### config.mk
export PLATFORM = sky130hd
export DESIGN_NAME = hpi_back
export DESIGN_NICKNAME = d
export VERILOG_FILES = /design/src/rtl/core/hpi_pkg.sv /design/src/rtl/core/hpi_back.sv
export SDC_FILE = /design/constraint.sdc
export NUM_CORES = 1
export LEC_CHECK = 0
export ABC_AREA = 1
export ABC_CLOCK_PERIOD_IN_PS = 26100
export BUFFER_PORTS_ARGS = -buffer_cell sky130_fd_sc_hd__buf_2
export CORE_MARGIN = 3
export CORE_UTILIZATION = 55
export DETAILED_ROUTE_END_ITERATION = 6
export PLACE_DENSITY_LB_ADDON = 0.2
export SYNTH_ARGS = -nofsm -noshare
export SYNTH_HDL_FRONTEND = slang
export SYNTH_SLANG_ARGS = --single-unit
export TNS_END_PERCENT = 30
### constraint.sdc
create_clock -name clk -period 26.1 [get_ports clk]
set_clock_uncertainty 0.2 [all_clocks]
set_input_delay 1.305 -clock clk [delete_from_list [all_inputs] [get_ports clk]]
set_output_delay 1.305 -clock clk [all_outputs]
set_load 0.01 [all_outputs]
### src/rtl/core/hpi_pkg.sv
`timescale 1ns / 1ps
`default_nettype none
package hpi_pkg;

  localparam int FRAC_BITS = 16;
  // search abscissa: wide enough for centre +/- semi-axis and the right bounds
  localparam int XW = 34;
  localparam int DW = 33;
  localparam int SATW = 36;
  localparam int QUEUE_DEPTH = 2;

  localparam logic [15:0] TOL_RESET = 16'd655;
  localparam logic [30:0] RLIM_RESET = 31'd2162688;
  localparam logic [30:0] RLIM_BH_RESET = 31'd2097152;
  localparam logic signed [XW-1:0] LEFT_BOUND = -(XW'(1) << FRAC_BITS);

  localparam logic [1:0] CFG_TOLERANCE = 2'd0;
  localparam logic [1:0] CFG_RIGHT_LIMIT = 2'd1;
  localparam logic [1:0] CFG_RIGHT_LIMIT_BH = 2'd2;

  typedef struct packed {
    logic signed [31:0] h;
    logic signed [31:0] k;
    logic signed [31:0] a;
    logic signed [47:0] b2;
    logic               hor;
  } hyper_t;

  typedef struct packed {
    hyper_t              first;
    hyper_t              second;
    logic signed [XW-1:0] lo;
    logic signed [XW-1:0] hi;
    logic                p1;
    logic                p2;
    logic                last;
  } job_t;

  typedef struct packed {
    logic                 start;
    logic signed [XW-1:0] x;
    logic                 pos;
    hyper_t               hyp;
  } solve_req_t;

  typedef struct packed {
    logic               done;
    logic               ok;
    logic signed [31:0] y;
  } solve_rsp_t;

  function automatic logic signed [31:0] sat32(input logic signed [SATW-1:0] v);
    logic signed [31:0] r;
    if (v > $signed(SATW'(32'h7FFF_FFFF))) r = 32'sh7FFF_FFFF;
    else if (v < -$signed(SATW'(33'h0_8000_0000))) r = 32'sh8000_0000;
    else r = v[31:0];
    return r;
  endfunction

  function automatic logic opposite(input logic signed [DW-1:0] u,
                                    input logic signed [DW-1:0] v);
    return ((u < 0) && (v > 0)) || ((u > 0) && (v < 0));
  endfunction

endpackage
`default_nettype wire

### src/rtl/core/hpi_back.sv
`timescale 1ns / 1ps
`default_nettype none
module hpi_back (
  input  wire logic              clk,
  input  wire logic              rst,
  input  wire logic [15:0]       tolerance,
  input  wire logic              empty,
  input  wire hpi_pkg::job_t     job,
  output logic                   pop,
  output hpi_pkg::solve_req_t    sreq,
  input  wire hpi_pkg::solve_rsp_t srsp,
  output logic                   out_valid,
  input  wire logic              out_stall,
  output logic                   found,
  output logic signed [31:0]     point_x,
  output logic signed [31:0]     point_y,
  output logic                   point_y_valid,
  output logic                   last
);

  localparam int XW = hpi_pkg::XW;
  localparam int DW = hpi_pkg::DW;
  localparam int SATW = hpi_pkg::SATW;

  typedef enum logic [9:0] {
    BK_IDLE  = 10'b0000000001,
    BK_LO1   = 10'b0000000010,
    BK_LO2   = 10'b0000000100,
    BK_HI1   = 10'b0000001000,
    BK_HI2   = 10'b0000010000,
    BK_MID1  = 10'b0000100000,
    BK_MID2  = 10'b0001000000,
    BK_TEST  = 10'b0010000000,
    BK_FINAL = 10'b0100000000,
    BK_EMIT  = 10'b1000000000
  } bk_state_t;

  bk_state_t st;
  hpi_pkg::hyper_t f, s;
  logic signed [XW-1:0] lo, hi, c;
  logic p1, p2, job_last, pend;
  logic signed [31:0] y1, yc;
  logic ycv, fav;
  logic signed [DW-1:0] fa;
  logic r_found, r_yv;
  logic signed [31:0] r_x, r_y;

  logic [15:0] tol_eff;
  logic signed [XW:0] width, qwidth;
  logic wide_ok, qwide_ok;
  logic signed [XW-1:0] mid;
  logic in_solve, use_first;
  logic signed [DW-1:0] dy, dyc;
  logic load;

  always_comb begin
    tol_eff = (tolerance == '0) ? 16'd1 : tolerance;
    width = $signed({hi[XW-1], hi}) - $signed({lo[XW-1], lo});
    qwidth = $signed({job.hi[XW-1], job.hi}) - $signed({job.lo[XW-1], job.lo});
    wide_ok = width > $signed({{(XW+1-16){1'b0}}, tol_eff});
    qwide_ok = qwidth > $signed({{(XW+1-16){1'b0}}, tol_eff});
    mid = lo + $signed(width[XW:1]);
    dy = $signed({y1[31], y1}) - $signed({srsp.y[31], srsp.y});
    dyc = $signed({yc[31], yc}) - $signed({srsp.y[31], srsp.y});
    in_solve = (st == BK_LO1) || (st == BK_LO2) || (st == BK_HI1) || (st == BK_HI2)
            || (st == BK_MID1) || (st == BK_MID2);
    use_first = (st == BK_LO1) || (st == BK_HI1) || (st == BK_MID1);
    sreq.start = in_solve && !pend;
    sreq.pos = use_first ? p1 : p2;
    sreq.hyp = use_first ? f : s;
    if ((st == BK_LO1) || (st == BK_LO2)) sreq.x = lo;
    else if ((st == BK_HI1) || (st == BK_HI2)) sreq.x = hi;
    else sreq.x = c;
    pop = (st == BK_IDLE) && !empty;
    load = (st == BK_EMIT) && (!out_valid || !out_stall);
  end

  always_ff @(posedge clk) begin
    if (rst) begin
      st <= BK_IDLE;
      pend <= 1'b0;
      out_valid <= 1'b0;
    end else begin
      if (sreq.start) pend <= 1'b1;
      else if (srsp.done) pend <= 1'b0;

      if (load) out_valid <= 1'b1;
      else if (!out_stall) out_valid <= 1'b0;

      unique case (st)
        BK_IDLE: begin
          r_found <= 1'b0;
          r_x <= '0;
          r_y <= '0;
          r_yv <= 1'b0;
          if (!empty) begin
            f <= job.first;
            s <= job.second;
            lo <= job.lo;
            hi <= job.hi;
            p1 <= job.p1;
            p2 <= job.p2;
            job_last <= job.last;
            st <= qwide_ok ? BK_LO1 : BK_EMIT;
          end
        end
        BK_LO1, BK_HI1: begin
          if (srsp.done) begin
            y1 <= srsp.y;
            if (!srsp.ok) st <= BK_EMIT;
            else st <= (st == BK_LO1) ? BK_LO2 : BK_HI2;
          end
        end
        BK_LO2: begin
          if (srsp.done) begin
            fa <= dy;
            fav <= 1'b1;
            st <= srsp.ok ? BK_HI1 : BK_EMIT;
          end
        end
        BK_HI2: begin
          if (srsp.done) begin
            if (srsp.ok && hpi_pkg::opposite(fa, dy)) begin
              c <= mid;
              st <= BK_MID1;
            end else begin
              st <= BK_EMIT;
            end
          end
        end
        BK_MID1: begin
          if (srsp.done) begin
            yc <= srsp.y;
            ycv <= srsp.ok;
            if (!srsp.ok) begin
              // midpoint invalid: advance the left bound
              lo <= c;
              fav <= 1'b0;
              st <= BK_TEST;
            end else begin
              st <= BK_MID2;
            end
          end
        end
        BK_MID2: begin
          if (srsp.done) begin
            priority if (!srsp.ok || !fav) begin
              lo <= c;
              fav <= srsp.ok;
              fa <= dyc;
              st <= BK_TEST;
            end else if (dyc == '0) begin
              st <= BK_FINAL;
            end else if (hpi_pkg::opposite(dyc, fa)) begin
              hi <= c;
              st <= BK_TEST;
            end else begin
              lo <= c;
              fa <= dyc;
              st <= BK_TEST;
            end
          end
        end
        BK_TEST: begin
          if (wide_ok) begin
            c <= mid;
            st <= BK_MID1;
          end else begin
            st <= BK_FINAL;
          end
        end
        BK_FINAL: begin
          r_found <= 1'b1;
          r_x <= hpi_pkg::sat32($signed({{(SATW-XW){c[XW-1]}}, c}));
          r_y <= ycv ? yc : '0;
          r_yv <= ycv;
          st <= BK_EMIT;
        end
        BK_EMIT: begin
          if (load) st <= BK_IDLE;
        end
        default: st <= BK_IDLE;
      endcase
    end
  end

  always_ff @(posedge clk) begin
    if (load) begin
      found <= r_found;
      point_x <= r_x;
      point_y <= r_y;
      point_y_valid <= r_yv;
      last <= job_last;
    end
  end

endmodule
`default_nettype wire
==> results_dict.tcl <==
set metrics [dict create \
    cts_setup_buffers 0 \
    grt_max_degree 91 \
    cts_tree "yes" \
    maxSlewViolCount 0 \
    core_region_area_um2 64580 \
    cpMaxStageDelayCell "buf_4" \
    nNetsFinal 5362 \
    cpPeakStageDelay_ns 0.83 \
    wirelength_um 125000 \
    slew_headroom_pct 16.50 \
    hold_viol_final 0 \
    synth_top_cell_by_area "edfxtp_1" \
    postPlaceCellArea_um2 40270 \
    crit_path_end_kind "output port" \
    power.switching_w 0.0009931 \
    vias 31320 \
    syn_nets 4684 \
    p_int_w 0.002038 \
    hpwl_um 100300 \
    p_seq_share_pct 42.1 \
    drt_iter0_drc 3372 \
    cts_hold_buf 0 \
    cts.repair.resized 0 \
    syn-cell-area_um2 35960 \
    cap_viol_max_count 0 \
    switching_share_pct 32.76 \
    fin_crit_sh_pct 22.81 \
    yosys-top-cells-area "edfxtp_1, nand2_1, ha_1, inv_1, nor2_1" \
    areaGrowthSynthToFinish_pct 18.24 \
    syn_inst 4067 \
    row_count 93 \
    power_density_nw_per_um2 71.29 \
    io_pins 665 \
    worstPathMaxFanout 76 \
    viasPerCell 5.521 \
    clock-root-buffer "clkbuf_16" \
    cts_buffers 69 \
    path_delay_family "buffers and inverters" \
    peakVddDrop_uv 65.08 \
    drive_gt1_share_pct 18.55 \
    clockBufferDepth 3 \
    setup_viol 0 \
    p_leak_nw 19.92 \
    max_freq_mhz 168.0 \
    combPwrFrac_pct 26.3 \
    finalSetupTns_ns 0 \
    wl_per_cell_um 22.04 \
    rsz0062_at_grt "no" \
    antenna_left 0 \
    hold_path.class "reg2reg" \
    synth_cell_types 57 \
    status "finished, violations left" \
    routabilityCongestion 0.9840 \
    die_y_um 261.7 \
    grt_usage_pct 35.40 \
    avgSynthCellArea_um2 8.842 \
    htreeDepth 3 \
    critPathArrivalTime_ns 4.45 \
    path_buf_inv 7 \
    worstPathCellList "nor2_2, inv_1, nor2_1, inv_1, nor4_4, nor2_1, inv_2, nor2_4, buf_4, inv_4, buf_4, nand2_1, nand2_1, buf_2" \
    stdcell_area_um2 42520 \
    clk_latency_ns 0.64 \
    yosys_warnings 0 \
    violations "DRC" \
    grt_pass1_vias 29920 \
    cts.sinks 639 \
    clk_pin_slew_ns 0.06 \
    grt_pass1_wl_um 179500 \
    tightest_slew_ns 1.252 \
    start_util_pct 55.69 \
    ys_seq_area_share_pct 53.02 \
    drc 1 \
    dieWidth_um 261.7 \
    overflow 0 \
    synth_top_area_share_pct 52.36 \
    die_area_um2 68490 \
    portBuffers 664 \
    ys_seq_elements 639 \
    worstSetupPathType "reg2out" \
    worstPathRequired_ns 24.59 \
    dr.pass1.iters 7 \
    layout_min_cycle_time_ns 5.954 \
    start_kind "flip-flop" \
    clkPwrFrac_pct 31.6 \
    antenna_found_initial 19 \
]
-- flip-flops by register name, summed over array words and instances, names as in the netlist, 10 cells and up --
register  cells
r_x          32
f           145
lo           34
s           145
c            34
yc           32
y1           32
point_x      32
hi           34
point_y      32
fa           33
r_y          32
st           10
-- worst register-to-register path: stages (launching register included) --
cell and delay (ns):
edfxtp_1 0.55, ha_1 0.21, inv_1 0.12, fa_1 0.47, nand3_1 0.12, nand2_2 0.10
a31oi_1 0.30, o21ai_2 0.16, xor2_1 0.20, ha_1 0.33, nand2_1 0.09, nor2_1 0.12
nand2_1 0.06, nor4_1 0.38, o211ai_1 0.22, nor2_1 0.15, nand3_1 0.16, nand2_1 0.10
nand2_1 0.07, and3_1 0.14, buf_4 0.28
-- power groups by stage --
stage	combinational, W	clock, W	sequential (W)
floorplan	0.000520	0	0.00132
global placement	0.000771	0	0.00129
detailed placement	0.000778	0	0.00130
CTS	0.000783	0.000967	0.00128
global route	0.000875	0.00101	0.00128
finish	0.000796	0.000958	0.00128
-- final timing paths --
check / depth (start not counted) / slack, ns / start / endpoint
setup / recovery: 14 / 20.15 / st[4] / sreq[94]
hold / removal: 0 / 0.22 / r_y[24] / point_y[24]
setup reg to reg: 20 / 21.16 / lo[0] / c[1]
hold reg to reg: 0 / 0.22 / r_y[24] / point_y[24]
-- per-layer routing --
layer	track usage (%)	part of all wire (%)	up-vias
met5	0	0.033	-
met2	59.07	48	1493
met1	44.85	38	14700
li1	-	-	14890
met4	14.68	4.3	6
met3	7.709	9.3	230
-- layout make-up --
type                    count  area, µm²
fillers                  5461      22060
inverters                 531       1996
clock inverters            41      417.9
multi-input cells        2820      14670
clock buffers              84       1783
diodes                     19      47.55
repair buffers            684       3473
well taps                 855       1070
flip-flops and latches    639      19070
-- cells in the final DEF (no fill, tap or decap), types with 69 or more instances in the layout --
| master | Yosys | routed |
|---|---|---|
| inv_1 | 519 | 518 |
| nor2_1 | 318 | 313 |
| buf_2 | 25 | 664 |
| o21ai_0 | 195 | 195 |
| ha_1 | 197 | 197 |
| nand2_1 | 1342 | 1342 |
| edfxtp_1 | 627 | 627 |
| nand3_1 | 138 | 138 |
| clkbuf_16 | 0 | 69 |
| a21oi_1 | 216 | 213 |
-- per-stage QoR --
step / total power (W) / hold slack [ns] / setup WS [ns] / cells / util, %
after CTS: 0.003025 / 0.2140 / 20.12 / 5654 / 65.77
after floorplan: 0.001836 / 0.2003 / 3.185 / 4067 / -
after detailed placement: 0.002073 / 0.2045 / 20.79 / 5529 / 62.36
final: 0.003031 / 0.2170 / 20.15 / 5673 / 65.84
after global routing: 0.003164 / 0.2202 / 19.84 / 5663 / 65.80
after global placement: 0.002065 / 0.2007 / 20.86 / 5529 / 62.36
-- synth_stat cells, drive strengths merged --
| master | count |
|---|---|
| clkinv | 1 |
| or2 | 3 |
| a221oi | 1 |
| nor3 | 31 |
| o21a | 8 |
| xor2 | 64 |
| nor4b | 1 |
| nor2 | 336 |
| a21o | 12 |
| clkbuf | 50 |
| a211o | 1 |
| nand4 | 42 |
| o21bai | 12 |
| nand3b | 25 |
| mux2i | 3 |
| a211oi | 3 |
| xnor2 | 20 |
| a41o | 1 |
| nand2 | 1371 |
| and2 | 5 |
| dfxtp | 12 |
| nand3 | 143 |
| a31oi | 14 |
| fa | 5 |
| o31ai | 1 |
| nor3b | 2 |
| a21boi | 5 |
| buf | 27 |
| o211ai | 37 |
| o21ai | 218 |
| and3 | 1 |
| ha | 197 |
| nor4 | 26 |
| o22ai | 1 |
| inv | 530 |
| edfxtp | 627 |
| a21oi | 231 |
-- kinds of logic after synthesis --
kind of cell | count (synthesis) | share of synthesized area, %
adders and majority gates | 202 | 7.132
muxes | 3 | 0.08350
buffers and inverters | 608 | 6.433
xor gates and xnor gates | 84 | 2.046
and+or+nand+nor | 1986 | 22.82
AOI/OAI and AO/OA | 545 | 8.458
DFF | 639 | 53.02
No activity file was read; power rests on OpenSTA's default activity.
