**src/rtl/core/hpi_pkg.sv**
```systemverilog
`timescale 1ns / 1ps
`default_nettype none
package hpi_pkg;

  localparam int FRAC_BITS = 16;
  // search abscissa: wide enough for centre +/- semi-axis and the right bounds
  localparam int XW = 34;
  localparam int DW = 33;
  localparam int SATW = 36;
  localparam int QUEUE_DEPTH = 2;

  localparam logic [15:0] TOL_RESET = 16'd655;
  localparam logic [30:0] RLIM_RESET = 31'd2162688;
  localparam logic [30:0] RLIM_BH_RESET = 31'd2097152;
  localparam logic signed [XW-1:0] LEFT_BOUND = -(XW'(1) << FRAC_BITS);

  localparam logic [1:0] CFG_TOLERANCE = 2'd0;
  localparam logic [1:0] CFG_RIGHT_LIMIT = 2'd1;
  localparam logic [1:0] CFG_RIGHT_LIMIT_BH = 2'd2;

  typedef struct packed {
    logic signed [31:0] h;
    logic signed [31:0] k;
    logic signed [31:0] a;
    logic signed [47:0] b2;
    logic               hor;
  } hyper_t;

  typedef struct packed {
    hyper_t              first;
    hyper_t              second;
    logic signed [XW-1:0] lo;
    logic signed [XW-1:0] hi;
    logic                p1;
    logic                p2;
    logic                last;
  } job_t;

  typedef struct packed {
    logic                 start;
    logic signed [XW-1:0] x;
    logic                 pos;
    hyper_t               hyp;
  } solve_req_t;

  typedef struct packed {
    logic               done;
    logic               ok;
    logic signed [31:0] y;
  } solve_rsp_t;

  function automatic logic signed [31:0] sat32(input logic signed [SATW-1:0] v);
    logic signed [31:0] r;
    if (v > $signed(SATW'(32'h7FFF_FFFF))) r = 32'sh7FFF_FFFF;
    else if (v < -$signed(SATW'(33'h0_8000_0000))) r = 32'sh8000_0000;
    else r = v[31:0];
    return r;
  endfunction

  function automatic logic opposite(input logic signed [DW-1:0] u,
                                    input logic signed [DW-1:0] v);
    return ((u < 0) && (v > 0)) || ((u > 0) && (v < 0));
  endfunction

endpackage
`default_nettype wire

```
**src/rtl/core/hpi_queue.sv**
```systemverilog
`timescale 1ns / 1ps
`default_nettype none
module hpi_queue #(
  parameter int DEPTH = hpi_pkg::QUEUE_DEPTH
) (
  input  wire logic           clk,
  input  wire logic           rst,
  input  wire logic           push,
  input  wire hpi_pkg::job_t  din,
  output logic                full,
  input  wire logic           pop,
  output hpi_pkg::job_t       dout,
  output logic                empty
);

  localparam int PW = (DEPTH > 1) ? $clog2(DEPTH) : 1;
  localparam int CW = $clog2(DEPTH + 1);

  hpi_pkg::job_t mem [DEPTH];
  logic [PW-1:0] wp, rp;
  logic [CW-1:0] cnt;
  logic do_push, do_pop;

  always_comb begin
    full = (cnt == CW'(DEPTH));
    empty = (cnt == '0);
    do_push = push && !full;
    do_pop = pop && !empty;
    dout = mem[rp];
  end

  always_ff @(posedge clk) begin
    if (do_push) mem[wp] <= din;
  end

  always_ff @(posedge clk) begin
    if (rst) begin
      wp <= '0;
      rp <= '0;
      cnt <= '0;
    end else begin
      if (do_push) wp <= (wp == PW'(DEPTH - 1)) ? '0 : wp + PW'(1);
      if (do_pop) rp <= (rp == PW'(DEPTH - 1)) ? '0 : rp + PW'(1);
      unique case ({do_push, do_pop})
        2'b10:   cnt <= cnt + CW'(1);
        2'b01:   cnt <= cnt - CW'(1);
        default: cnt <= cnt;
      endcase
    end
  end

endmodule
`default_nettype wire

```
**config.mk**
```make
export PLATFORM = sky130hd
export DESIGN_NAME = hpi_queue
export DESIGN_NICKNAME = d
export VERILOG_FILES = /design/src/rtl/core/hpi_pkg.sv /design/src/rtl/core/hpi_queue.sv
export SDC_FILE = /design/constraint.sdc
export NUM_CORES = 1
export LEC_CHECK = 0
export BUFFER_PORTS_ARGS = -buffer_cell sky130_fd_sc_hd__buf_2
export CELL_PAD_IN_SITES_DETAIL_PLACEMENT = 1
export CELL_PAD_IN_SITES_GLOBAL_PLACEMENT = 1
export CORE_MARGIN = 5
export CORE_UTILIZATION = 25
export CTS_CLUSTER_DIAMETER = 120
export CTS_CLUSTER_SIZE = 30
export DETAILED_ROUTE_END_ITERATION = 10
export PLACE_DENSITY = 0.51
export SLEW_MARGIN = 20
export SYNTH_ARGS = -nofsm -noshare
export SYNTH_HDL_FRONTEND = slang
export SYNTH_SLANG_ARGS = --single-unit
```
**constraint.sdc**
```tcl
create_clock -name clk -period 19 [get_ports clk]
set_input_delay 1.9 -clock clk [delete_from_list [all_inputs] [get_ports clk]]
set_output_delay 1.9 -clock clk [all_outputs]
set_load 0.05 [all_outputs]
```
==> results of run 1 <==
-- stage by stage --
stage	instance area [um2]	util	total power, mW	instances
global route	32500	0.3096	5.091	3311
detailed placement	31490	0.3000	4.147	3240
finish	32520	0.3098	4.881	3318
CTS	32440	0.3090	4.972	3296
global placement	31470	0.2998	4.127	3239
floorplan	26370	-	3.732	1149
-- critical path, cell delays in order (launching register included) --
cell	delay (ps)
dfxtp_4	760
buf_4	850
buf_4	880
mux2_2	440
buf_2	210
-- cell usage after synthesis, drive strengths merged --
cell and n:
and3 1, or3 2, xnor2 2, buf 40, o21a 1, o21ai 2, nand2b 1, inv 3
edfxtp 722, nand2 1, nor2 4, dfxtp 5, mux2 361, ha 1, xor2 1, a21oi 2
-- routing by layer --
layer  global-route usage  vias up
li1                     -     6053
met1               0.1238     6812
met2               0.2289      439
met3              0.03976      113
met4              0.03875       16
met5                    0        -
-- kinds of logic (layout without fill, tap and decap cells) --
family,count (synthesis),after routing,synth area share
flops,727,727,0.8260
simple gates,9,9,0.001755
mux,361,361,0.1542
compound gates,5,5,0.001044
other cells,0,21,0
buf+inv,43,800,0.01561
fa+ha+maj,1,1,0.0004744
xor+xnor,3,3,0.0009966
-- sequential cells by signal, summed over array words and instances (netlist names), named ones only --
| register | flops |
|---|---|
| cnt | 2 |
| mem | 722 |
| rp | 1 |
| wp | 1 |
-- worst min path at each step --
stage / slack, ps / endpoint / cells after the start
after detailed placement: 480 / wp / 2
after floorplan: 450 / wp / 2
after global placement: 490 / rp / 2
final: 500 / wp / 2
after CTS: 500 / wp / 2
after global routing: 530 / wp / 2
-- power groups by stage --
| stage | Sequential, mW | Clock [mW] | Combinational, mW |
|---|---|---|---|
| floorplan | 2.17 | 0 | 1.56 |
| detailed placement | 2.13 | 0 | 2.01 |
| CTS | 2.10 | 0.857 | 2.02 |
| global route | 2.11 | 0.917 | 2.07 |
| global placement | 2.14 | 0 | 1.99 |
| finish | 2.09 | 0.811 | 1.98 |
-- final cells by class --
type                       count  area (um2)
timing repair buffer         741        3789
clock buffer                  51       850.8
fill                       10940       72450
sequential                   727       21780
clock inverter                 5       98.84
antenna                       21       52.55
multi-input combinational    379        4183
tap                         1391        1740
inverter                       3       18.77
==> qor.txt, run 1 <==
CP Class: register to primary output
Max Cap Viol: 0
outcome: completed
Seq cells post-synth: 727
Final TNS setup: 0 ps
Worst VDD drop: 0.07803 mV
RR Startpoint: cnt[0]
drt first pass iters: 6
Critical R2R Capture: mem[0][219]
Critical Path Fanout Max: 80
first-pass GRT wire length: 100600 um
DR vias: 13.43k
synthesized area: 0.02637 mm2
clock root buffer: clkbuf_16
clock buffer depth: 3
I/O pin count: 728
Crit path arrival time: 3930 ps
row count: 119
Post-Syn Nets: 1515
startpoint types: register
r2r setup slk: 14260 ps
commonest non-fill, non-tap cells in the layout: buf_2, edfxtp_1, mux2_2
Die Span X: 334.8 um
Final Hold Fails: 0
Final period util: 0.3071
RD Place Congestion: 0.7928
residual DRC count: 0
Comb power frac: 0.406
Hold Path Class: register to register
Synth cell types: 18
final HPWL from detailed placement: 53020 um
Worst slew margin: 0.2857
metal2 WL: 39660 um
maximum clock rate: 171.4 MHz
vias in the first global route: 14.66k
WL per Instance: 21.92 um
Hold Crit Start: wp
post-CTS sizing: 0
Reg2Reg Depth: 7
Critical Path RT: 17100 ps
Leak Pwr: 11.56 nW
internal cell power: 2.846 mW
Routed met1 length: 25120 um
Worst-path clk slew: 120 ps
RSZ-0062 raised after global routing: no
post-synthesis sequential area ratio: 0.8260
GRT Total Usage: 0.1202
Synth top area share: 0.8222
clk sinks: 727
Slew Viols, Final: 0
hold slack: 497.4 ps
Pwr Density: 150.1 mW/mm2
core outline area: 0.1050 mm2
Reg power frac: 0.428
clock share of power: 0.166
initial antenna violation count: 34
pre-CTS setup slack: 12650 ps
die area: 0.1121 mm2
clock latency on the worst-skew pair: 640 ps
Synth Warn #: 0
Area Growth Syn to Fin: 23.31%
leading cell type in the layout, fill and taps excluded: buf_2
initial DRC count: 640
pin count of the biggest net entering global routing: 144
GRT overflow: 0
postcts setup bufs: 0
Critical Path Sink: dout[274]
CTS tree: yes
Sw Pwr: 2.035 mW
final setup fails: 0
Nets: 2248
Worst Skew: 51.37 ps
number of nets with antenna violations after routing: 0
Worst-Margin Slew: 1071 ps
Max H-tree Level: 1
Final WS setup: 13170 ps
share of cells above drive strength 1: 0.5997
CP Capture Type: primary output
Post-Syn Area per Cell: 22.95 um2
max layer used: met5
met3 wire length: 5749 um
vias per std cell: 4.049
Sw Share: 0.4169
PortBufs: 727
min Tclk post-route: 5835 ps
Initial Util: 0.2512
Synth area leader: edfxtp_1
synth top area cells: edfxtp_1, mux2_2, buf_6, dfxtp_1, buf_2
die height: 334.8 um
Post-Syn Instances: 1149
number of buffers created by CTS: 30
# hold bufs at CTS: 0
final wirelength: 72730 um
Power figures use the tool's default switching activity.
==> run 2: changes to the inputs <==
==> constraint.sdc (replaced) <==
create_clock -name clk -period 5.7 [get_ports clk]
set_input_delay 0.57 -clock clk [delete_from_list [all_inputs] [get_ports clk]]
set_output_delay 0.57 -clock clk [all_outputs]
set_load 0.05 [all_outputs]
==> qor.txt, run 2 (synthesis gave the netlist of run 1 again) <==
Buf/Inv on CP: 2
slowest CP cell: dfxtp_4
Area Growth Syn to Fin: 23.72%
Hold Path Class: input pin to register
Pwr Density: 499.8 mW/mm2
clk sinks: 727
postcts setup bufs: 0
WL per Instance: 21.26 um
# hold bufs at CTS: 0
die area: 0.1121 mm2
number of buffers created by CTS: 30
Leak Pwr: 11.62 nW
startpoint types: register
# fillers: 10.97k
initial antenna violation count: 36
residual DRC count: 0
clock root buffer: clkbuf_16
CTS tree: yes
fin util: 0.3108
multi-input logic area: 0.004193 mm2
DR vias: 13.41k
outcome: completed
vias in the first global route: 14.50k
Worst VDD drop: 0.3144 mV
Design Area, Final: 0.03263 mm2
total power: 16.31 mW
Final period util: 0.6112
GRT overflow: 0
row count: 119
leading cell type in the layout, fill and taps excluded: buf_2
number of nets with antenna violations after routing: 0
pre-CTS setup slack: 2808 ps
min Tclk post-route: 3484 ps
Crit path arrival time: 2910 ps
Largest Register: mem
Worst-Margin Slew: 1009 ps
RSZ-0062 raised after global routing: no
Final Hold Fails: 0
crit-path cells: buf_12 > mux2_2 > buf_2
drt first pass iters: 4
commonest non-fill, non-tap cells in the layout: buf_2, edfxtp_1, mux2_2
share of cells above drive strength 1: 0.6064
Max H-tree Level: 1
clock buffer depth: 3
Slew Viols, Final: 0
initial DRC count: 586
Worst slew margin: 0.3273
vias per std cell: 4.047
Critical Path RT: 5130 ps
Initial Util: 0.2512
die height: 334.8 um
PortBufs: 727
FF+latch area: 0.02179 mm2
clock latency on the worst-skew pair: 640 ps
GRT Total Usage: 0.1173
final wirelength: 70420 um
largest registers: mem (722), cnt (2)
Max Cap Viol: 0
CP Class: register to primary output
Critical Path Fanout Max: 88
CP max stage delay: 1020 ps
final setup fails: 0
delay-heaviest family, CP: flip-flops
Die Span X: 334.8 um
CP Capture Type: primary output
Final WS setup: 2216 ps
Worst Skew: 25.45 ps
maximum clock rate: 287.0 MHz
core outline area: 0.1050 mm2
RD Place Congestion: 0.7860
I/O pin count: 728
max FFs per register: 722
post-CTS sizing: 0
final HPWL from detailed placement: 51020 um
pin count of the biggest net entering global routing: 120
placed cell area: 0.03166 mm2
Nets: 2260
Final TNS setup: 0 ps
first-pass GRT wire length: 98940 um
Worst-path clk slew: 120 ps
-- run 2: cell types whose count changed in the layout (fill, tap and decap cells not counted), sizes merged --
cell	delta
buf	+12
clkbuf	-9
diode	-7
inv	-2
clkinvlp	+1
-- run 2: cell type report --
| class | instances | area share |
|---|---|---|
| Antenna cell | 14 | 0.001074 |
| Clock buffer | 42 | 0.02504 |
| Clock inverter | 4 | 0.003375 |
| Inverter | 3 | 0.0006903 |
| Multi-Input combinational cell | 379 | 0.1285 |
| Sequential cell | 727 | 0.6678 |
| Tap cell | 1391 | 0.05335 |
| Timing Repair Buffer | 753 | 0.1202 |
-- run 2: per-stage QoR --
| step | hold WS [ps] | std cells |
|---|---|---|
| after floorplan | 456.1 | 1149 |
| after global placement | 495.3 | 3253 |
| after detailed placement | 501.1 | 3253 |
| final | 107.6 | 3313 |
| after global routing | 39.94 | 3305 |
| after CTS | 28.24 | 3299 |
-- run 2: worst reg2reg max path: stages, from the launching register on --
cell,delay (ps)
dfxtp_2,400
nand2b_4,190
inv_8,30
or3_4,370
clkinvlp_4,560
buf_12,290
buf_4,530
-- run 2: path summary, 6_finish.rpt --
check                start           to  slack [ps]  cells after the start
setup reg to reg    cnt[0]  mem[0][290]        2950                      6
hold / removal    din[116]  mem[0][116]         110                      1
setup / recovery  register     dout[66]        2220                      3
hold reg to reg         wp           wp         520                      2
-- run 2: metal layers --
| layer | routed length (um) | up-vias | global-route usage |
|---|---|---|---|
| met2 | 37070 | 428 | 0.2157 |
| met4 | 1302 | 32 | 0.02384 |
| met5 | 187 | - | 0 |
| met1 | 25260 | 6792 | 0.1263 |
| li1 | - | 6065 | - |
| met3 | 6600 | 91 | 0.04958 |
-- run 2: report_power, final --
part	internal [mW]	total (mW)	leakage [nW]	switching (mW)
Sequential	6.73	6.96	6.80	0.229
Clock	1.05	2.71	0.439	1.66
Combinational	1.73	6.64	4.39	4.92
==> run 3: changes to the inputs <==
==> constraint.sdc (replaced) <==
create_clock -name clk -period 3.45 [get_ports clk]
set_input_delay 0.345 -clock clk [delete_from_list [all_inputs] [get_ports clk]]
set_output_delay 0.345 -clock clk [all_outputs]
set_load 0.05 [all_outputs]
==> qor.txt, run 3 (synthesis gave the netlist of run 1 again) <==
CP Class: register to primary output
residual DRC count: 0
Max Cap Viol: 0
final setup fails: 0
Area Growth Syn to Fin: 38.22%
leading cell type in the layout, fill and taps excluded: buf_2
FF+latch area: 0.02179 mm2
Leak Pwr: 13.27 nW
fin util: 0.3472
Final period util: 0.8206
startpoint types: register
Worst Skew: 30.41 ps
Hold Path Class: input pin to register
GRT overflow: 0
Hold Crit Start: push
RSZ-0062 raised after global routing: no
Final WS setup: 619.0 ps
row count: 119
I/O pin count: 728
clock root buffer: clkbuf_16
commonest non-fill, non-tap cells in the layout: buf_2, edfxtp_1, dlygate4sd3_1
clock latency on the worst-skew pair: 640 ps
pre-CTS setup slack: 1141 ps
# fillers: 10.83k
max FFs per register: 722
DR vias: 14.90k
Worst-path clk slew: 120 ps
RR Startpoint: cnt[0]
Reg2Reg Depth: 6
hold slack: 107.3 ps
maximum clock rate: 353.2 MHz
Initial Util: 0.2512
final HPWL from detailed placement: 53040 um
die area: 0.1121 mm2
WL per Instance: 19.85 um
GRT Total Usage: 0.1226
multi-input logic area: 0.004193 mm2
Critical R2R Capture: mem[0][190]
pin count of the biggest net entering global routing: 91
vias in the first global route: 16.84k
Largest Register: mem
CP Capture Type: primary output
Nets: 2648
Pwr Density: 748.0 mW/mm2
drt first pass iters: 4
CTS tree: yes
Hold EP: wp
Hold Path Depth: 4
Worst slew margin: 0.5967
clk sinks: 727
Post-Place Cells: 3280
RD Place Congestion: 0.7887
core outline area: 0.1050 mm2
Critical Path RT: 3110 ps
Crit path arrival time: 2490 ps
vias per std cell: 4.035
Slew Viols, Final: 0
Worst-Margin Slew: 604.9 ps
PortBufs: 727
Finished Layout Cells: 3693
die height: 334.8 um
initial DRC count: 550
Max H-tree Level: 1
Die Span X: 334.8 um
number of buffers created by CTS: 29
initial antenna violation count: 6
number of nets with antenna violations after routing: 0
r2r setup slk: 1190 ps
share of cells above drive strength 1: 0.5148
min Tclk post-route: 2831 ps
outcome: completed
first-pass GRT wire length: 105700 um
Worst VDD drop: 0.4775 mV
post-CTS sizing: 0
final wirelength: 73320 um
largest registers: mem (722), cnt (2)
clock buffer depth: 3
Final Hold Fails: 0
Final TNS setup: 0 ps
Critical Path Fanout Max: 44
[run 3: final cells by class]
class | count | share of cell area
Clock inverter | 4 | 0.002128
Tap cell | 1391 | 0.04775
Sequential cell | 727 | 0.5977
Multi-Input combinational cell | 379 | 0.1150
Inverter | 3 | 0.0006179
Antenna cell | 6 | 0.0004119
Clock buffer | 41 | 0.02142
Timing Repair Buffer | 1142 | 0.2150
[run 3: metrics by stage]
| step | power [mW] | instance area (um2) |
|---|---|---|
| 5_1_grt | 28.47 | 36440 |
| 3_3_place_gp | 22.94 | 31950 |
| 4_1_cts | 27.74 | 36430 |
| 3_5_place_dp | 23.05 | 31950 |
| 2_1_floorplan | 20.37 | 26390 |
| 6_report | 27.27 | 36450 |
[run 3: worst max path at each step]
| stage | startpoint | endpoint | slack, ps | depth (start not counted) |
|---|---|---|---|---|
| 2_1_floorplan | cnt[0] | mem[0][0] | -3090 | 4 |
| 3_3_place_gp | cnt[0] | mem[0][46] | 1220 | 6 |
| 3_5_place_dp | cnt[0] | mem[0][47] | 1140 | 6 |
| 4_1_cts | register | dout[17] | 470 | 4 |
| 5_1_grt | register | dout[17] | 440 | 4 |
| 6_report | register | dout[301] | 620 | 4 |
[run 3: timing repair]
action,in CTS,in global routing
hold buffers,362,0
setup buffers,0,0
endpoints found under the hold margin,727,0
[run 3: power by group]
group / total, mW / switching, mW / leakage, nW / internal (mW)
Sequential: 11.4 / 0.301 / 6.80 / 11.1
Clock: 4.25 / 2.62 / 0.409 / 1.63
Combinational: 11.6 / 8.34 / 6.07 / 3.27
[run 3: per-layer routing]
| metal | up-vias | share of wire | GRT usage |
|---|---|---|---|
| li1 | 6821 | - | - |
| met3 | 77 | 0.063 | 0.02832 |
| met2 | 434 | 0.54 | 0.2342 |
| met4 | 2 | 0.025 | 0.03125 |
| met1 | 7568 | 0.37 | 0.1368 |
| met5 | - | 0.00018 | 0 |
[run 3: critical path, stage by stage, from the launching register on]
cell     delay [ps]
dfxtp_4         600
buf_12          250
buf_12          300
mux2_2          390
buf_2           220
