[config.mk]
export PLATFORM = sky130hd
export DESIGN_NAME = hpi_front
export DESIGN_NICKNAME = d
export VERILOG_FILES = /design/src/rtl/core/hpi_pkg.sv /design/src/rtl/core/hpi_front.sv
export SDC_FILE = /design/constraint.sdc
export NUM_CORES = 1
export LEC_CHECK = 0
export BUFFER_PORTS_ARGS = -buffer_cell sky130_fd_sc_hd__buf_2
export CAP_MARGIN = 10
export CORE_AREA = 10 10 271 273
export DETAILED_ROUTE_END_ITERATION = 10
export DIE_AREA = 0 0 281 283
export PLACE_DENSITY_LB_ADDON = 0.1
export SLEW_MARGIN = 0
export SYNTH_ARGS = -nofsm -noshare
export SYNTH_HDL_FRONTEND = slang
export SYNTH_SLANG_ARGS = --single-unit
[constraint.sdc]
create_clock -name clk -period 27.3 [get_ports clk]
set_clock_uncertainty 0.05 [all_clocks]
set_input_delay 2.73 -clock clk [delete_from_list [all_inputs] [get_ports clk]]
set_output_delay 2.73 -clock clk [all_outputs]
set_load 0.1 [all_outputs]
[src/rtl/core/hpi_pkg.sv]
`timescale 1ns / 1ps
`default_nettype none
package hpi_pkg;

  localparam int FRAC_BITS = 16;
  // search abscissa: wide enough for centre +/- semi-axis and the right bounds
  localparam int XW = 34;
  localparam int DW = 33;
  localparam int SATW = 36;
  localparam int QUEUE_DEPTH = 2;

  localparam logic [15:0] TOL_RESET = 16'd655;
  localparam logic [30:0] RLIM_RESET = 31'd2162688;
  localparam logic [30:0] RLIM_BH_RESET = 31'd2097152;
  localparam logic signed [XW-1:0] LEFT_BOUND = -(XW'(1) << FRAC_BITS);

  localparam logic [1:0] CFG_TOLERANCE = 2'd0;
  localparam logic [1:0] CFG_RIGHT_LIMIT = 2'd1;
  localparam logic [1:0] CFG_RIGHT_LIMIT_BH = 2'd2;

  typedef struct packed {
    logic signed [31:0] h;
    logic signed [31:0] k;
    logic signed [31:0] a;
    logic signed [47:0] b2;
    logic               hor;
  } hyper_t;

  typedef struct packed {
    hyper_t              first;
    hyper_t              second;
    logic signed [XW-1:0] lo;
    logic signed [XW-1:0] hi;
    logic                p1;
    logic                p2;
    logic                last;
  } job_t;

  typedef struct packed {
    logic                 start;
    logic signed [XW-1:0] x;
    logic                 pos;
    hyper_t               hyp;
  } solve_req_t;

  typedef struct packed {
    logic               done;
    logic               ok;
    logic signed [31:0] y;
  } solve_rsp_t;

  function automatic logic signed [31:0] sat32(input logic signed [SATW-1:0] v);
    logic signed [31:0] r;
    if (v > $signed(SATW'(32'h7FFF_FFFF))) r = 32'sh7FFF_FFFF;
    else if (v < -$signed(SATW'(33'h0_8000_0000))) r = 32'sh8000_0000;
    else r = v[31:0];
    return r;
  endfunction

  function automatic logic opposite(input logic signed [DW-1:0] u,
                                    input logic signed [DW-1:0] v);
    return ((u < 0) && (v > 0)) || ((u > 0) && (v < 0));
  endfunction

endpackage
`default_nettype wire

[src/rtl/core/hpi_front.sv]
`timescale 1ns / 1ps
`default_nettype none
module hpi_front (
  input  wire logic            clk,
  input  wire logic            rst,
  input  wire logic            in_valid,
  output logic                 in_stall,
  input  wire hpi_pkg::hyper_t first_in,
  input  wire hpi_pkg::hyper_t second_in,
  input  wire logic [30:0]     right_limit,
  input  wire logic [30:0]     right_limit_bh,
  input  wire logic            full,
  output logic                 push,
  output hpi_pkg::job_t        job
);

  localparam int XW = hpi_pkg::XW;

  logic busy;
  logic [2:0] j;
  hpi_pkg::hyper_t f, s, wide;
  logic both_hor, none_hor;
  logic [1:0] idx;
  logic signed [XW-1:0] u, l, rlim;

  always_comb begin
    both_hor = f.hor && s.hor;
    none_hor = !f.hor && !s.hor;
    if (both_hor) wide = (f.a >= s.a) ? f : s;
    else wide = f.hor ? f : s;
    u = $signed({{(XW-32){wide.h[31]}}, wide.h}) - $signed({{(XW-32){wide.a[31]}}, wide.a});
    l = $signed({{(XW-32){wide.h[31]}}, wide.h}) + $signed({{(XW-32){wide.a[31]}}, wide.a});
    rlim = $signed({{(XW-31){1'b0}}, both_hor ? right_limit_bh : right_limit});
    idx = none_hor ? j[1:0] : j[2:1];
    job.first = f;
    job.second = s;
    job.p1 = !idx[1];
    job.p2 = !idx[0];
    job.last = none_hor ? (j == 3'd3) : (j == 3'd7);
    if (none_hor) begin
      job.lo = hpi_pkg::LEFT_BOUND;
      job.hi = rlim;
    end else if (j[0]) begin
      job.lo = l;
      job.hi = rlim;
    end else begin
      job.lo = hpi_pkg::LEFT_BOUND;
      job.hi = u;
    end
    push = busy && !full;
    in_stall = busy;
  end

  always_ff @(posedge clk) begin
    if (rst) begin
      busy <= 1'b0;
      j <= '0;
    end else if (!busy) begin
      if (in_valid) begin
        f <= first_in;
        s <= second_in;
        j <= '0;
        busy <= 1'b1;
      end
    end else if (push) begin
      j <= j + 3'd1;
      // drop busy once the last search of the pair is queued
      if (job.last) busy <= 1'b0;
    end
  end

endmodule
`default_nettype wire

==> metrics.md, run 1 <==
| Metric | Value |
|---|---|
| Outcome | `complete, no violations` |
| Clk pwr share | `32.9%` |
| Number of flops mapped to enable cells by yosys | `290` |
| Share of total power in sequential cells | `35.8%` |
| Worst min path class | `reg2reg` |
| Worst slew margin relative to its limit | `27.03%` |
| Internal Dissipation | `0.8944 mW` |
| Number of antenna-violating nets in the routed design | `0` |
| Number of detailed-routing iterations run before antenna repair | `5` |
| Top_reg_cell synth | `sky130_fd_sc_hd__edfxtp_1` |
| Worst Path Class, Setup | `reg2out` |
| Cts hold-fix bufs | `0` |
| Synth-to-Final Area Change | `38.59%` |
| Crit path capture type | `output pin` |
| WP data arrival | `7.38 ns` |
| Horizontal die dimension | `281 um` |
| Die H | `283 um` |
| Clock sinks | `294` |
| Via count | `12350` |
| Slew Viols, Final | `0` |
| Flop and latch count out of synthesis | `294` |
| Routing layer with the top usage in global route | `met2` |
| Mean instance size in the synthesized netlist | `12.44 sq um` |
| Die area | `79520 sq um` |
| Site row count | `96` |
| Distinct cell type count of the synthesized netlist | `69` |
| TritonCTS clock tree | `yes` |
| Final-stage net count | `2363` |
| Switching power | `0.5736 mW` |
| Endpoints failing hold | `0` |
| Number of H-tree branching levels | `2` |
| Post-detail-place hpwl | `57170 um` |
| Power Density | `71.28 nW/um^2` |
| GR Layer Usage met1 | `18.07%` |
| Cell at the root of the clock tree | `sky130_fd_sc_hd__clkbuf_16` |
| Grt met2 use | `29.81%` |
| Setup-failing EPs final | `0` |
| Share of cells above drive strength 1 | `43.12%` |
| Worst slew pin tran | `1.095 ns` |
| Total Wirelength | `68610 um` |
| Number of buffers inserted to repair setup after CTS | `0` |
| Number of warnings issued by yosys | `0` |
| DRC violations left | `0` |
| Data required time of the critical path | `24.52 ns` |
| Net Count, Synth | `1650` |
| Setup repair after global routing missed its margin | `no` |
| All-layer global routing usage | `16.67%` |
| Number of buffers on the longest clock path | `3` |
| Sequential element share of the synthesized area | `59.14%` |
| Combinational share of power | `31.3%` |
| Gate count after technology mapping | `1195` |
| Clock transition at the registers of the reported paths | `0.05 ns` |
| Number of gates resized after cts | `0` |
| Share of synthesized registers carrying an async set or reset | `0%` |
| Upper clock frequency limit | `0.09841 GHz` |
| First-pass GRT wire length | `96990 um` |
| Number of buffer cells added on primary ports | `718` |
| Max-cap check violation count | `0` |
| Overflow after GRT | `0` |
| Netlist area before placement | `14860 sq um` |
| Total Neg Setup Slack | `0 ns` |
| Starting density of the core | `21.82%` |
| Max rail drop VDD | `0.04688 mV` |
| Leakage dissipation | `9.115 nW` |
| Type of element launching the critical path | `flop` |
| Switching share of total power | `39.07%` |
| Starting DRC count in detailed routing | `486` |
| Top-level I/O count | `719` |
| Initial antenna violation count | `21` |
| Avg Vias per Cell | `4.380` |
| Maximum number of pins on one net before global-route repair | `84` |
| Vias in the first global route | `13350` |
| DR WL/cell | `24.34 um` |
| Gpl congestion | `0.8822` |
| Shortest period the worst path allows | `10.16 ns` |
| Met3 GRT Util | `7.217%` |
| Skew-Pair Late Insertion Delay | `0.57 ns` |
| Power consumption | `1.468 mW` |
| Part of the cycle the worst path needs | `37.22%` |
| Cts bufs inserted | `38` |
| Critical-path maximum fanout | `65` |
| Placeable core region | `68110 sq um` |
==> area by class of cell <==
type	instances	area, sq um
clock inverter	21	192.7
sequential	294	8788
timing repair buffer	730	3684
tap	882	1104
multi-input combinational	779	5595
clock buffer	45	977.2
antenna	3	7.507
fill	7168	47510
inverter	65	246.5
==> layout by cell type (no fill, tap or decap), types with 12 or more instances in the layout <==
cell type and instances:
sky130_fd_sc_hd__a211oi_1 17, sky130_fd_sc_hd__a21o_1 60, sky130_fd_sc_hd__a21oi_1 108, sky130_fd_sc_hd__and3_1 18, sky130_fd_sc_hd__buf_2 718, sky130_fd_sc_hd__buf_4 12, sky130_fd_sc_hd__clkbuf_16 38, sky130_fd_sc_hd__edfxtp_1 290
sky130_fd_sc_hd__ha_1 97, sky130_fd_sc_hd__inv_1 64, sky130_fd_sc_hd__mux2_2 34, sky130_fd_sc_hd__mux2i_1 25, sky130_fd_sc_hd__nand2_1 50, sky130_fd_sc_hd__nand2b_1 12, sky130_fd_sc_hd__nor2_1 106, sky130_fd_sc_hd__nor2b_1 13
sky130_fd_sc_hd__nor3_1 18, sky130_fd_sc_hd__o21ai_0 50, sky130_fd_sc_hd__o21bai_1 13, sky130_fd_sc_hd__xnor2_1 38
==> per-stage QoR <==
step	cells	worst slack [ns]	instance area, sq um	util, %	hold slack, ns
6_report	2819	17.14	20590	30.24	0.5113
5_1_grt	2817	16.58	20590	30.23	0.5346
4_1_cts	2816	16.85	20590	30.23	0.5081
3_5_place_dp	2750	17.51	19420	28.51	0.4947
3_3_place_gp	2750	17.61	19420	28.51	0.4940
2_1_floorplan	1195	2.431	14860	-	0.4610
==> cell families (layout without fill, tap and decap cells) <==
group | Yosys count | count (layout) | synth area share, %
AOI/OAI and AO/OA | 311 | 311 | 13.72
xor gates and xnor gates | 48 | 48 | 2.829
adders and majority gates | 99 | 99 | 8.436
buffers and inverters | 122 | 861 | 3.368
DFF | 294 | 294 | 59.14
muxes | 59 | 59 | 4.260
other | 0 | 3 | 0
and+or+nand+nor | 262 | 262 | 8.251
==> worst paths after layout <==
path                               start       end  slack [ns]  depth (start not counted)
worst max-delay path            job[282]   job[35]       17.14                         19
worst min-delay path                j[2]      j[2]        0.51                          2
worst max register to register  in_stall  job[313]       24.25                          4
worst min register to register      j[2]      j[2]        0.51                          2
==> power groups by stage <==
stage | clock network (mW) | registers (mW) | logic (mW)
detailed placement | 0 | 0.535 | 0.464
global placement | 0 | 0.534 | 0.465
finish | 0.484 | 0.525 | 0.459
CTS | 0.505 | 0.526 | 0.465
floorplan | 0 | 0.659 | 0.236
global route | 0.523 | 0.527 | 0.488
==> worst max-delay path: stages (launching register included) <==
cell and delay (ns):
sky130_fd_sc_hd__edfxtp_1 0.50, sky130_fd_sc_hd__ha_1 0.35, sky130_fd_sc_hd__nand4_1 0.21, sky130_fd_sc_hd__nor4_1 0.67
sky130_fd_sc_hd__nand3_1 0.17, sky130_fd_sc_hd__and4_1 0.25, sky130_fd_sc_hd__a21oi_4 0.15, sky130_fd_sc_hd__buf_4 0.60
sky130_fd_sc_hd__mux2_2 0.46, sky130_fd_sc_hd__ha_1 0.51, sky130_fd_sc_hd__inv_1 0.20, sky130_fd_sc_hd__a21oi_1 0.20
sky130_fd_sc_hd__o31ai_1 0.11, sky130_fd_sc_hd__a221o_1 0.47, sky130_fd_sc_hd__o21bai_1 0.22, sky130_fd_sc_hd__o41ai_1 0.15
sky130_fd_sc_hd__o41ai_2 0.48, sky130_fd_sc_hd__nor4_1 0.10, sky130_fd_sc_hd__o21ai_0 0.43, sky130_fd_sc_hd__buf_2 0.52
==> registers in the layout, summed over array words and instances, names as in the netlist <==
| register | count |
|---|---|
| j | 3 |
| job | 290 |
| in_stall | 1 |
==> layer usage <==
layer | share of wire, % | vias up
met4 | 1.7 | 20
li1 | - | 5858
met1 | 37 | 5892
met3 | 10 | 93
met5 | 0.17 | -
met2 | 50 | 483
==> synthesized netlist by cell type, drive strengths merged (4+ instances only) <==
library cell,instances,area (sq um)
o21a,8,60.06
ha,97,1214
mux2i,25,250.2
nor2,107,401.6
o21bai,13,97.59
dfxtp,4,80.08
and2,4,25.02
a21oi,111,566.8
or3,6,37.54
a221oi,4,58.81
a21o,60,450.4
nand3,9,45.04
xnor2,38,332.8
and3,18,112.6
a211oi,17,127.6
nand2,50,187.7
xor2,10,87.58
a31oi,8,50.05
nor3,18,90.09
inv,65,246.5
mux2,34,382.9
nand4,11,68.82
o21ai,54,270.3
buf,21,117.6
nor2b,13,81.33
nand2b,12,75.07
clkbuf,36,136.4
edfxtp,290,8708
Note: power is estimated with default switching activity, not from simulation.
==> run 2: changes to the inputs <==
- clock period: 27.3 -> 8.8 ns (I/O delays scaled with it)
==> run 2 against run 1 <==
Global-route usage up 0.11 points. Register-to-register slack worse by 18 ns. Non-clock buffer count rose by 2. Hold slack got worse by 0.064 ns. Setup slack worse by 17 ns. Sequential share of layout area increased by 0.16 points. Critical path type unchanged. Largest cell class unchanged.
==> metrics.md, run 2 (synthesis results as in run 1) <==
| Metric | Value |
|---|---|
| Top routing layer in use | `met5` |
| Top-level I/O count | `719 (unchanged)` |
| Number of buffers on the longest clock path | `3 (unchanged)` |
| Worst min path class | `in2reg` |
| Cts bufs inserted | `37 (-2.6%)` |
| Vias in the first global route | `13390 (+0.27%)` |
| Most used cells in the layout excluding fill and tap cells | `sky130_fd_sc_hd__buf_2 (718), sky130_fd_sc_hd__edfxtp_1 (290), sky130_fd_sc_hd__a21oi_1 (108)` |
| DRC violations left | `0 (unchanged)` |
| Outcome | `complete, no violations` |
| Setup repair after global routing missed its margin | `no` |
| Initial antenna violation count | `25 (+19%)` |
| Most frequent standard cell in the layout excluding fill and tap cells | `sky130_fd_sc_hd__buf_2` |
| Clock sinks | `294 (unchanged)` |
| Maximum number of pins on one net before global-route repair | `156 (+86%)` |
| Number of antenna-violating nets in the routed design | `0 (unchanged)` |
| Data required time of the critical path | `7.87 ns (-16.65 ns)` |
| Placeable core region | `68110 sq um (unchanged)` |
| Setup-failing EPs final | `0 (unchanged)` |
| Endpoints failing hold | `0 (unchanged)` |
| First-pass GRT wire length | `97630 um (+0.66%)` |
| Shortest period the worst path allows | `8.180 ns` |
| Total Wirelength | `69490 um (+1.3%)` |
| Crit path capture type | `output pin` |
| Number of H-tree branching levels | `2 (unchanged)` |
| Starting density of the core | `21.82% (unchanged)` |
| Met3 wire length | `7405 um (+4.8%)` |
| Horizontal die dimension | `281 um (unchanged)` |
| Worst slew margin relative to its limit | `19.25% (-7.8 points)` |
| Internal Dissipation | `2.689 mW (+200%)` |
| Flip-flop count of the largest register after layout | `290 (unchanged)` |
| Die area | `79520 sq um (unchanged)` |
| Critical Path Slowest Stage Cell | `sky130_fd_sc_hd__nor4_1` |
| Overflow after GRT | `0 (unchanged)` |
| Largest delay contributor family on the critical path | `compound AO/OA/AOI/OAI gates` |
| Switching share of total power | `39.41% (+0.34 points)` |
| DR WL/cell | `24.68 um (+1.4%)` |
| Largest stage delay on the critical path | `0.61 ns (-0.06 ns)` |
| Leakage dissipation | `9.069 nW (-0.51%)` |
| Die H | `283 um (unchanged)` |
| Number of buffers inserted to repair setup after CTS | `0 (unchanged)` |
| Cell at the root of the clock tree | `sky130_fd_sc_hd__clkbuf_16` |
| Combinational share of power | `32.2% (+0.9 points)` |
| WP buf/inv | `2 (-1)` |
| Utilization after layout | `30.12% (-0.12 points)` |
| Worst slew pin tran | `1.211 ns (+0.1166 ns)` |
| Clock transition at the registers of the reported paths | `0.07 ns (+0.02 ns)` |
| Total Neg Setup Slack | `0 ns (unchanged)` |
| Cts hold-fix bufs | `0 (unchanged)` |
| Clk pwr share | `31.0% (-1.9 points)` |
| Share of total power in sequential cells | `36.8% (+1.0 points)` |
| WP data arrival | `7.25 ns (-0.13 ns)` |
| Skew-Pair Late Insertion Delay | `0.54 ns (-0.03 ns)` |
| Power Density | `216.3 nW/um^2 (+200%)` |
| Synth-to-Final Area Change | `38.06%` |
| Starting DRC count in detailed routing | `558 (+15%)` |
| Number of detailed-routing iterations run before antenna repair | `5 (unchanged)` |
| TritonCTS clock tree | `yes` |
| Site row count | `96 (unchanged)` |
| Post-detail-place hpwl | `58230 um (+1.9%)` |
| Number of gates resized after cts | `0 (unchanged)` |
| Gpl congestion | `0.8359 (-5.2%)` |
| Max-cap check violation count | `0 (unchanged)` |
| Part of the cycle the worst path needs | `92.96%` |
| Slew Viols, Final | `0 (unchanged)` |
| All-layer global routing usage | `16.78% (+0.11 points)` |
| Upper clock frequency limit | `0.1222 GHz` |
| Critical-path maximum fanout | `22 (-66%)` |
| Max rail drop VDD | `0.1428 mV (+200%)` |
| Switching power | `1.749 mW (+200%)` |
| Type of element launching the critical path | `flop` |
| Final-stage net count | `2364 (+0.042%)` |
| Cell-by-cell trace of the critical path | `ha_1 > nand4_1 > nor4_1 > nand3_1 > and4_1 > a21oi_4 > buf_4 > nor2_1 > a21o_1 > ha_1 > nor2b_1 > or4_1 > o21ai_1 > o211ai_2 > a21oi_2 > o221ai_1 > a21boi_1 > o21ai_0 > mux2i_1 > buf_2` |
| Share of cells above drive strength 1 | `43.16% (about the same)` |
| Number of buffer cells added on primary ports | `718 (unchanged)` |
| Avg Vias per Cell | `4.348 (-0.73%)` |
| Met2 layer wire length in the routed design | `35190 um (+1.6%)` |
| Most common cell type on the critical path | `sky130_fd_sc_hd__ha_1` |
| Via count | `12240 (-0.87%)` |
| Layout fillers | `7152 (-0.22%)` |
| Worst Path Class, Setup | `reg2out` |
| Routed metal-1 wirelength | `25490 um (-0.62%)` |
## run 2: path summary, 6_finish.rpt
path	depth (start not counted)	end	slack (ns)	from
max	20	job[34]	0.62	job[282]
min	1	job[142]	0.45	second_in[71]
max reg2reg	2	job[279]	6.37	in_stall
min reg2reg	2	j[2]	0.50	j[2]
## run 2: per-stage QoR
stage	setup WS, ns	instances	hold WS (ns)	instance area (sq um)	total power, mW
final	0.6198	2815	0.4475	20520	4.438
after global routing	0.04421	2813	0.4116	20510	4.641
after CTS	0.3882	2812	0.3988	20510	4.522
after detailed placement	1.027	2752	0.4989	19470	3.105
after global placement	1.074	2752	0.5015	19470	3.106
after floorplan	0.07435	1195	0.4610	14870	2.750
## run 2: power groups by stage
stage | registers (mW) | clock network [mW] | logic [mW]
floorplan | 2.02 | 0 | 0.733
global placement | 1.66 | 0 | 1.44
detailed placement | 1.66 | 0 | 1.44
CTS | 1.63 | 1.44 | 1.45
global route | 1.64 | 1.49 | 1.51
finish | 1.63 | 1.38 | 1.43
## run 2: cell type report
class,count,area [sq um],share of cell area (%)
repair buffers,732,3724,18.15
diodes,3,7.507,0.03659
flip-flops and latches,294,8788,42.84
inverters,65,246.5,1.201
well taps,882,1104,5.379
multi-input cells,779,5604,27.32
clock inverters,16,90.09,0.4391
clock buffers,44,952.2,4.641
## run 2: layer usage
layer,up-vias,GRT usage (%)
li1,5849,-
met1,5748,17.59
met2,522,30.46
met3,102,7.439
met4,18,3.388
met5,-,0
## run 2: worst register-to-register path: cells and delay by family (launching register included)
kind / cells / cell delay, ns
buf+inv: 1 / 0.45
flops: 1 / 0.38
simple gates: 1 / 0.67
